### src/sv/hsvcd_pkg.sv
`timescale 1ns / 1ps
// Shared constants and helpers for the HSV drift / HSV-to-RGB block.
// No dependencies.
package hsvcd_pkg;

    localparam int SHAPES = 8;
    localparam int IDX_W  = 3;

    // what an input beat asks for (carried on tuser)
    localparam logic FUNC_LOAD = 1'b0;
    localparam logic FUNC_STEP = 1'b1;

    // fixed point: 32768 = 1.0, hue in degrees * 128
    localparam logic signed [17:0] S_FULL   = 18'sd32768;
    localparam logic signed [17:0] S_HALF   = 18'sd16384;
    localparam logic signed [17:0] S_VLOW   = 18'sd13107;
    localparam logic signed [17:0] S_ZERO   = 18'sd0;
    localparam logic signed [17:0] HUE_TURN = 18'sd46080;
    localparam logic [16:0]        U_FULL   = 17'd32768;
    localparam logic [15:0]        V_FULL   = 16'd32768;
    localparam int                 SECTOR   = 7680;

    // x / 7680 = (x >> 9) / 15, and y / 15 = (y * RECIP) >> RECIP_SH for y < 2^19
    localparam int              SECT_SH  = 9;
    localparam logic [19:0]     RECIP    = 20'd559241;
    localparam int              RECIP_SH = 23;

    localparam logic signed [10:0] RATE_MIN = -11'sd1024;
    localparam logic signed [10:0] RATE_MAX = 11'sd1023;

    // negate a rate, saturating the one case that has no positive twin
    function automatic logic signed [10:0] flip_rate(input logic signed [10:0] r);
        flip_rate = (r == RATE_MIN) ? RATE_MAX : -r;
    endfunction

endpackage

### src/sv/hsv_color_drift_to_rgb.sv
`timescale 1ns / 1ps
// HSV color drift per entry with six-sector HSV to RGB conversion.
// Depends on hsvcd_pkg.
//
// Load beat: written in the accept cycle, next beat taken the following cycle.
// Step beat: states ST_UPD, ST_SECT, ST_SF1, ST_SF2, ST_QQ, ST_TT, ST_FIN (grey: ST_UPD,
//   ST_FIN); the result is registered in ST_FIN and s_tready is back high at that edge,
//   after any wait for the previous result to leave the output register.
//   One 20x20 multiplier is reused for p, s*rem, the divide by 15, q and t.
// aresetn (sync, active low) clears all color entries, the sequencer and m_tvalid.
module hsv_color_drift_to_rgb (
    input  logic        aclk,
    input  logic        aresetn,
    input  logic        s_tvalid,
    output logic        s_tready,
    // shape_index[2:0], hue_in[18:3], sat_in[34:19], val_in[50:35],
    // hue_rate_in[59:51], sat_rate_in[70:60], val_rate_in[81:71], zero pad
    input  logic [87:0] s_tdata,
    // func
    input  logic        s_tuser,
    output logic        m_tvalid,
    input  logic        m_tready,
    // shape_out[2:0], red[18:3], green[34:19], blue[50:35], zero pad
    output logic [55:0] m_tdata
);

    typedef enum logic [2:0] {
        ST_IDLE, ST_UPD, ST_SECT, ST_SF1, ST_SF2, ST_QQ, ST_TT, ST_FIN
    } state_t;

    state_t state_reg;

    // color entries
    logic        [15:0] hue_mem_reg  [hsvcd_pkg::SHAPES];
    logic signed [17:0] sat_mem_reg  [hsvcd_pkg::SHAPES];
    logic        [15:0] val_mem_reg  [hsvcd_pkg::SHAPES];
    logic signed [8:0]  hrate_mem_reg[hsvcd_pkg::SHAPES];
    logic signed [10:0] srate_mem_reg[hsvcd_pkg::SHAPES];
    logic signed [10:0] vrate_mem_reg[hsvcd_pkg::SHAPES];

    // working registers
    logic [hsvcd_pkg::IDX_W-1:0] idx_reg;
    logic        grey_reg;
    logic [15:0] h_reg;
    logic [15:0] su_reg;
    logic [15:0] v_reg;
    logic [2:0]  sec_reg;
    logic [12:0] rem_reg;
    logic [15:0] sf_reg;
    logic [15:0] p_reg;
    logic [15:0] q_reg;
    logic [39:0] prod_reg;

    logic        m_tvalid_reg;
    logic [55:0] m_tdata_reg;

    // input beat fields
    logic [hsvcd_pkg::IDX_W-1:0] in_idx;
    logic        in_valid_idx;
    logic        in_accept;

    assign in_idx       = s_tdata[2:0];
    assign in_valid_idx = ({1'b0, in_idx} < 4'(hsvcd_pkg::SHAPES));
    assign s_tready     = (state_reg == ST_IDLE);
    assign in_accept    = s_tvalid && s_tready;
    assign m_tvalid     = m_tvalid_reg;
    assign m_tdata      = m_tdata_reg;

    // ---- update stage: rate reversal, add, clamp, wrap ----
    logic        [15:0] h_cur;
    logic signed [17:0] s_cur;
    logic signed [17:0] v_cur;
    logic signed [8:0]  hr_cur;
    logic signed [10:0] sr_cur;
    logic signed [10:0] vr_cur;
    logic signed [10:0] sr_new;
    logic signed [10:0] vr_new;
    logic signed [17:0] s_sum;
    logic signed [17:0] v_sum;
    logic signed [17:0] h_sum;
    logic        [15:0] h_wrap;
    logic        [15:0] v_clamp;
    logic signed [17:0] s_clamp;
    logic               grey;

    always_comb begin
        h_cur  = hue_mem_reg[idx_reg];
        s_cur  = sat_mem_reg[idx_reg];
        v_cur  = $signed({2'b00, val_mem_reg[idx_reg]});
        hr_cur = hrate_mem_reg[idx_reg];
        sr_cur = srate_mem_reg[idx_reg];
        vr_cur = vrate_mem_reg[idx_reg];

        sr_new = sr_cur;
        if ((s_cur <= hsvcd_pkg::S_HALF && sr_cur < 0) ||
            (s_cur >= hsvcd_pkg::S_FULL && sr_cur > 0)) begin
            sr_new = hsvcd_pkg::flip_rate(sr_cur);
        end
        vr_new = vr_cur;
        if ((v_cur <= hsvcd_pkg::S_VLOW && vr_cur < 0) ||
            (v_cur >= hsvcd_pkg::S_FULL && vr_cur > 0)) begin
            vr_new = hsvcd_pkg::flip_rate(vr_cur);
        end

        s_sum = s_cur + {{7{sr_new[10]}}, sr_new};
        v_sum = v_cur + {{7{vr_new[10]}}, vr_new};
        h_sum = $signed({2'b00, h_cur}) + {{9{hr_cur[8]}}, hr_cur};

        if (h_sum < 0) begin
            h_wrap = 16'(h_sum + hsvcd_pkg::HUE_TURN);
        end else if (h_sum >= hsvcd_pkg::HUE_TURN) begin
            h_wrap = 16'(h_sum - hsvcd_pkg::HUE_TURN);
        end else begin
            h_wrap = h_sum[15:0];
        end

        if (v_sum < 0) begin
            v_clamp = 16'd0;
        end else if (v_sum > hsvcd_pkg::S_FULL) begin
            v_clamp = hsvcd_pkg::V_FULL;
        end else begin
            v_clamp = v_sum[15:0];
        end

        grey    = (s_sum <= hsvcd_pkg::S_ZERO);
        s_clamp = (s_sum > hsvcd_pkg::S_FULL) ? hsvcd_pkg::S_FULL : s_sum;
    end

    // ---- sector split of the wrapped hue ----
    logic [2:0]  sec_now;
    logic [15:0] sec_base;

    always_comb begin
        if (h_reg >= 16'(5 * hsvcd_pkg::SECTOR)) begin
            sec_now = 3'd5; sec_base = 16'(5 * hsvcd_pkg::SECTOR);
        end else if (h_reg >= 16'(4 * hsvcd_pkg::SECTOR)) begin
            sec_now = 3'd4; sec_base = 16'(4 * hsvcd_pkg::SECTOR);
        end else if (h_reg >= 16'(3 * hsvcd_pkg::SECTOR)) begin
            sec_now = 3'd3; sec_base = 16'(3 * hsvcd_pkg::SECTOR);
        end else if (h_reg >= 16'(2 * hsvcd_pkg::SECTOR)) begin
            sec_now = 3'd2; sec_base = 16'(2 * hsvcd_pkg::SECTOR);
        end else if (h_reg >= 16'(hsvcd_pkg::SECTOR)) begin
            sec_now = 3'd1; sec_base = 16'(hsvcd_pkg::SECTOR);
        end else begin
            sec_now = 3'd0; sec_base = 16'd0;
        end
    end

    // ---- shared multiplier operand select ----
    logic [19:0] mul_a;
    logic [19:0] mul_b;
    logic [15:0] sf_now;
    logic [16:0] k_p;
    logic [16:0] k_q;
    logic [16:0] k_t;
    logic [15:0] t_now;

    assign sf_now = prod_reg[hsvcd_pkg::RECIP_SH +: 16];
    assign k_p    = hsvcd_pkg::U_FULL - {1'b0, su_reg};
    assign k_q    = hsvcd_pkg::U_FULL - {1'b0, sf_now};
    assign k_t    = hsvcd_pkg::U_FULL - {1'b0, su_reg} + {1'b0, sf_reg};
    assign t_now  = prod_reg[30:15];

    always_comb begin
        case (state_reg)
            ST_SECT: begin
                mul_a = {4'd0, v_reg};
                mul_b = {3'd0, k_p};
            end
            ST_SF1: begin
                mul_a = {4'd0, su_reg};
                mul_b = {7'd0, rem_reg};
            end
            ST_SF2: begin
                mul_a = {1'b0, prod_reg[hsvcd_pkg::SECT_SH +: 19]};
                mul_b = hsvcd_pkg::RECIP;
            end
            ST_QQ: begin
                mul_a = {4'd0, v_reg};
                mul_b = {3'd0, k_q};
            end
            ST_TT, ST_FIN: begin
                mul_a = {4'd0, v_reg};
                mul_b = {3'd0, k_t};
            end
            default: begin
                mul_a = 20'd0;
                mul_b = 20'd0;
            end
        endcase
    end

    // ---- six-sector output select ----
    logic [15:0] r_sel;
    logic [15:0] g_sel;
    logic [15:0] b_sel;

    always_comb begin
        if (grey_reg) begin
            r_sel = v_reg; g_sel = v_reg; b_sel = v_reg;
        end else begin
            case (sec_reg)
                3'd0:    begin r_sel = v_reg; g_sel = t_now; b_sel = p_reg; end
                3'd1:    begin r_sel = q_reg; g_sel = v_reg; b_sel = p_reg; end
                3'd2:    begin r_sel = p_reg; g_sel = v_reg; b_sel = t_now; end
                3'd3:    begin r_sel = p_reg; g_sel = q_reg; b_sel = v_reg; end
                3'd4:    begin r_sel = t_now; g_sel = p_reg; b_sel = v_reg; end
                default: begin r_sel = v_reg; g_sel = p_reg; b_sel = q_reg; end
            endcase
        end
    end

    // ---- sequencer, stores and output register ----
    always_ff @(posedge aclk) begin
        prod_reg <= mul_a * mul_b;

        if (!aresetn) begin
            state_reg    <= ST_IDLE;
            m_tvalid_reg <= 1'b0;
            for (int i = 0; i < hsvcd_pkg::SHAPES; i++) begin
                hue_mem_reg[i]   <= '0;
                sat_mem_reg[i]   <= '0;
                val_mem_reg[i]   <= '0;
                hrate_mem_reg[i] <= '0;
                srate_mem_reg[i] <= '0;
                vrate_mem_reg[i] <= '0;
            end
        end else begin
            // ST_FIN either reloads the output register or is waiting with m_tready low
            if (m_tready && state_reg != ST_FIN) begin
                m_tvalid_reg <= 1'b0;
            end

            unique case (state_reg)
                ST_IDLE: begin
                    if (in_accept && in_valid_idx) begin
                        idx_reg <= in_idx;
                        if (s_tuser == hsvcd_pkg::FUNC_LOAD) begin
                            hue_mem_reg[in_idx]   <= s_tdata[18:3];
                            sat_mem_reg[in_idx]   <= $signed({2'b00, s_tdata[34:19]});
                            val_mem_reg[in_idx]   <= s_tdata[50:35];
                            hrate_mem_reg[in_idx] <= $signed(s_tdata[59:51]);
                            srate_mem_reg[in_idx] <= $signed(s_tdata[70:60]);
                            vrate_mem_reg[in_idx] <= $signed(s_tdata[81:71]);
                        end else begin
                            state_reg <= ST_UPD;
                        end
                    end
                end
                ST_UPD: begin
                    srate_mem_reg[idx_reg] <= sr_new;
                    vrate_mem_reg[idx_reg] <= vr_new;
                    hue_mem_reg[idx_reg]   <= h_wrap;
                    val_mem_reg[idx_reg]   <= v_clamp;
                    sat_mem_reg[idx_reg]   <= grey ? s_sum : s_clamp;
                    h_reg    <= h_wrap;
                    v_reg    <= v_clamp;
                    su_reg   <= s_clamp[15:0];
                    grey_reg <= grey;
                    state_reg <= grey ? ST_FIN : ST_SECT;
                end
                ST_SECT: begin
                    sec_reg   <= sec_now;
                    rem_reg   <= 13'(h_reg - sec_base);
                    state_reg <= ST_SF1;
                end
                ST_SF1: begin
                    p_reg     <= prod_reg[30:15];
                    state_reg <= ST_SF2;
                end
                ST_SF2: begin
                    state_reg <= ST_QQ;
                end
                ST_QQ: begin
                    sf_reg    <= sf_now;
                    state_reg <= ST_TT;
                end
                ST_TT: begin
                    q_reg     <= prod_reg[30:15];
                    state_reg <= ST_FIN;
                end
                ST_FIN: begin
                    // hold here until the output register is free
                    if (!m_tvalid_reg || m_tready) begin
                        m_tvalid_reg <= 1'b1;
                        m_tdata_reg  <= {5'd0, b_sel, g_sel, r_sel, idx_reg};
                        state_reg    <= ST_IDLE;
                    end
                end
                default: begin
                    state_reg <= ST_IDLE;
                end
            endcase
        end
    end

endmodule

### config.mk
export PLATFORM = sky130hd
export DESIGN_NAME = hsv_color_drift_to_rgb
export DESIGN_NICKNAME = d
export VERILOG_FILES = /design/src/sv/hsvcd_pkg.sv /design/src/sv/hsv_color_drift_to_rgb.sv
export SDC_FILE = /design/constraint.sdc
export NUM_CORES = 2
export LEC_CHECK = 0
export ABC_AREA = 1
export BUFFER_PORTS_ARGS = -buffer_cell sky130_fd_sc_hd__buf_4
export CAP_MARGIN = 20
export CORE_MARGIN = 1
export CORE_UTILIZATION = 24
export DETAILED_ROUTE_END_ITERATION = 16
export GPL_TIMING_DRIVEN = 1
export REMOVE_ABC_BUFFERS = 1
export SLEW_MARGIN = 30
export SYNTH_ARGS = -nofsm -noshare
export SYNTH_HDL_FRONTEND = slang
export SYNTH_SLANG_ARGS = --single-unit
### constraint.sdc
create_clock -name aclk -period 9.8 [get_ports aclk]
set_input_delay 1.96 -clock aclk [delete_from_list [all_inputs] [get_ports aclk]]
set_output_delay 1.96 -clock aclk [all_outputs]
set_load 0.005 [all_outputs]
==> out/metrics.csv <==
metric;value;unit
seq_area;25200;um^2
total_leakage_power;27.0;nW
ys_types;60;
min_period_over_period;92.8;%
fin_tns_setup;0;ns
finish.utilization;27.4;%
maxSlewViolCount;0;
vias;45800;
first_iter_violations;4734;
min_path_cells;0;
hp-class;reg2reg;
clkSinkCount;852;
synth_common_cells;1210 x nand2_1, 1197 x nor2_1, 886 x inv_1;
multi_input_area;26000;um^2
setup_viol_count_final;0;
die_area;235000;um^2
critPathKind;reg2reg;
start_util;24.2;%
clock-root-buffer;clkbuf_16;
syn_area;55800;um^2
area_growth;13.3;%
vias_per_cell;4.77;
cts_tree;yes;
cts_resized;0;
r2r-start;su_reg[0]$_DFFE_PP_;
cts_setup_buffers;0;
die_x;484;um
fillers;24400;
yosys_warnings;0;
grt_use_total;15.5;%
post-route-min-period;9.09;ns
worstPathRequired;10.40;ns
reg2reg_to;prod_reg[37]$_DFF_P_;
place.gp.congestion;0.945;
hold_start;h_reg[8]$_DFFE_PP_;
crit_path_top_delay_cell;fa_1;
fin_nets;7073;
path_max_fanout;6;
clk_latency;0.75;ns
place_ws;0.746;ns
grt_pass1_wl;279000;um
pwr_density_cell;322;nW/um^2
skew;0.0791;ns
core_area;231000;um^2
worst_pin_slew;1.05;ns
drive_gt1_share;7.54;%
cp.arrival;9.69;ns
relSlewSlack;30.2;%
drt-wirelength-per-cell;19.4;um
reg2reg_depth;44;
synth_top_area_share;43.8;%
drcViolationCount;0;
endpoint_kind;flip-flop;
rsz0062_at_grt;no;
avgSynthCellArea;8.67;um^2
min_to;rem_reg[8]$_DFFE_PP_;
hold_buffers;0;
status;complete, no violations;
antenna_found_initial;7;
grt-ovfl-total;0;
r2r_slack;0.71;ns
finalWirelength;186000;um
hold_viol_final;0;
htreeDepth;3;
fmax;0.110;GHz
synth.most_common_cell;nand2_1;
fin_ws;0.709;ns
numPortBuffers;139;
critical-path-max-stage-delay;0.53;ns
cp_common_cell;nand2_1;
clk_pin_slew;0.06;ns
synth_seq_cells;852;
firstDrtPassIters;7;
grt_start_max_net_pins;154;
yosys.area.top_type;edfxtp_1;
yosysSeqAreaShare;45.2;%
largest_reg_flops;144;
ys_dominant_reg_cell;edfxtp_1;
io_pins;151;
ant_nets;0;
die_h;484;um
dp_hpwl;126000;um
startpoint_type;flip-flop;
num_rows;176;
numCtsBuffers;93;
max-clock-path-buffers;3;
ir_drop;0.247;mV
maxCapViolCount;0;
grt_pass1_vias;44400;
synthTopCellsByArea;edfxtp_1 44%, fa_1 9.8%, nand2_1 8.1%;
synth_edf_count;815;
ys_async_sr_fraction;0;%
syn_inst;6437;
==> layer usage <==
| layer | part of all wire (%) | global-route usage [%] |
|---|---|---|
| met1 | 43 | 20.9 |
| met2 | 47 | 25.4 |
| met3 | 7.3 | 1.99 |
| met4 | 3.4 | 5.50 |
| met5 | 0 | 0 |
==> critical path, delay by kind of cell (launching register included) <==
kind / cells / cell delay, ns
AND/OR/NAND/NOR: 22 / 2.66
XOR/XNOR: 2 / 0.35
adder cells (fa/ha/maj): 9 / 4.04
buffers and inverters: 8 / 0.94
flip-flops: 1 / 0.41
AO/OA/AOI/OAI: 3 / 0.54
==> logic make-up (layout without fill, tap and decap cells) <==
logic type	Yosys count	count (layout)	synth area share, %
xor gates and xnor gates	64	64	1.04
AOI/OAI and AO/OA	1014	1014	9.97
and+or+nand+nor	2832	2832	20.7
adders and majority gates	481	481	14.5
DFF	852	852	45.2
buffers and inverters	1188	1321	8.53
muxes	5	5	0.0964
other	1	8	0.00672
==> power by group <==
part / internal, mW / total (mW) / switching (mW) / leakage (nW)
sequential: 4.65 / 4.94 / 0.293 / 8.54
combinational: 3.41 / 11.9 / 8.52 / 17.0
clock: 1.93 / 3.47 / 1.55 / 1.44
==> metrics by stage <==
step | total power, mW | std cells | hold slack [ns] | instance area [um^2]
floorplan | 12.7 | 6171 | 0.400 | 54500
global placement | 16.7 | 9429 | 0.405 | 60200
detailed placement | 16.7 | 9430 | 0.405 | 60200
CTS | 20.3 | 9600 | 0.419 | 63200
global route | 21.8 | 9602 | 0.430 | 63200
finish | 20.3 | 9603 | 0.418 | 63200
==> layout make-up <==
| cell class | instances | area share, % |
|---|---|---|
| Tap cell | 3026 | 5.99 |
| Timing Repair Buffer | 233 | 2.85 |
| Clock inverter | 51 | 0.811 |
| Clock buffer | 119 | 3.90 |
| Multi-Input combinational cell | 4401 | 41.1 |
| Inverter | 918 | 5.49 |
| Sequential cell | 852 | 39.9 |
| Antenna cell | 3 | 0.0119 |
==> cell usage in the layout, fill, tap and decap left out, types with 11 or more instances in the layout <==
master,instances
o21ai_1,83
nor2_2,12
xor2_1,46
o221ai_1,25
xnor2_1,17
clkinv_1,35
fa_1,274
o21ai_2,11
or2_2,28
clkbuf_1,22
clkinv_2,21
and2_1,13
buf_4,229
nand3_2,16
dfxtp_1,34
nand3_1,228
inv_1,885
a211oi_1,18
o21ai_0,371
nand4_1,33
o22ai_1,92
a31oi_1,31
nor3_1,42
edfxtp_1,815
nand2_1,1201
a21oi_1,335
nand2_2,16
nor2_1,1194
ha_1,207
nand3b_1,18
clkbuf_16,93
==> worst max path at each step <==
stage / endpoint / depth (start not counted) / slack [ns] / from
global placement: prod_reg[37]$_DFF_P_ / 44 / 0.79 / su_reg[0]$_DFFE_PP_
finish: prod_reg[37]$_DFF_P_ / 44 / 0.71 / su_reg[0]$_DFFE_PP_
floorplan: sat_mem_reg[1][15]$_SDFFCE_PN0P_ / 30 / -5.59 / flip-flop
CTS: prod_reg[37]$_DFF_P_ / 44 / 0.68 / su_reg[0]$_DFFE_PP_
detailed placement: prod_reg[37]$_DFF_P_ / 44 / 0.75 / su_reg[0]$_DFFE_PP_
global route: prod_reg[37]$_DFF_P_ / 46 / 0.03 / su_reg[0]$_DFFE_PP_
No activity file was read; power rests on OpenSTA's default activity.
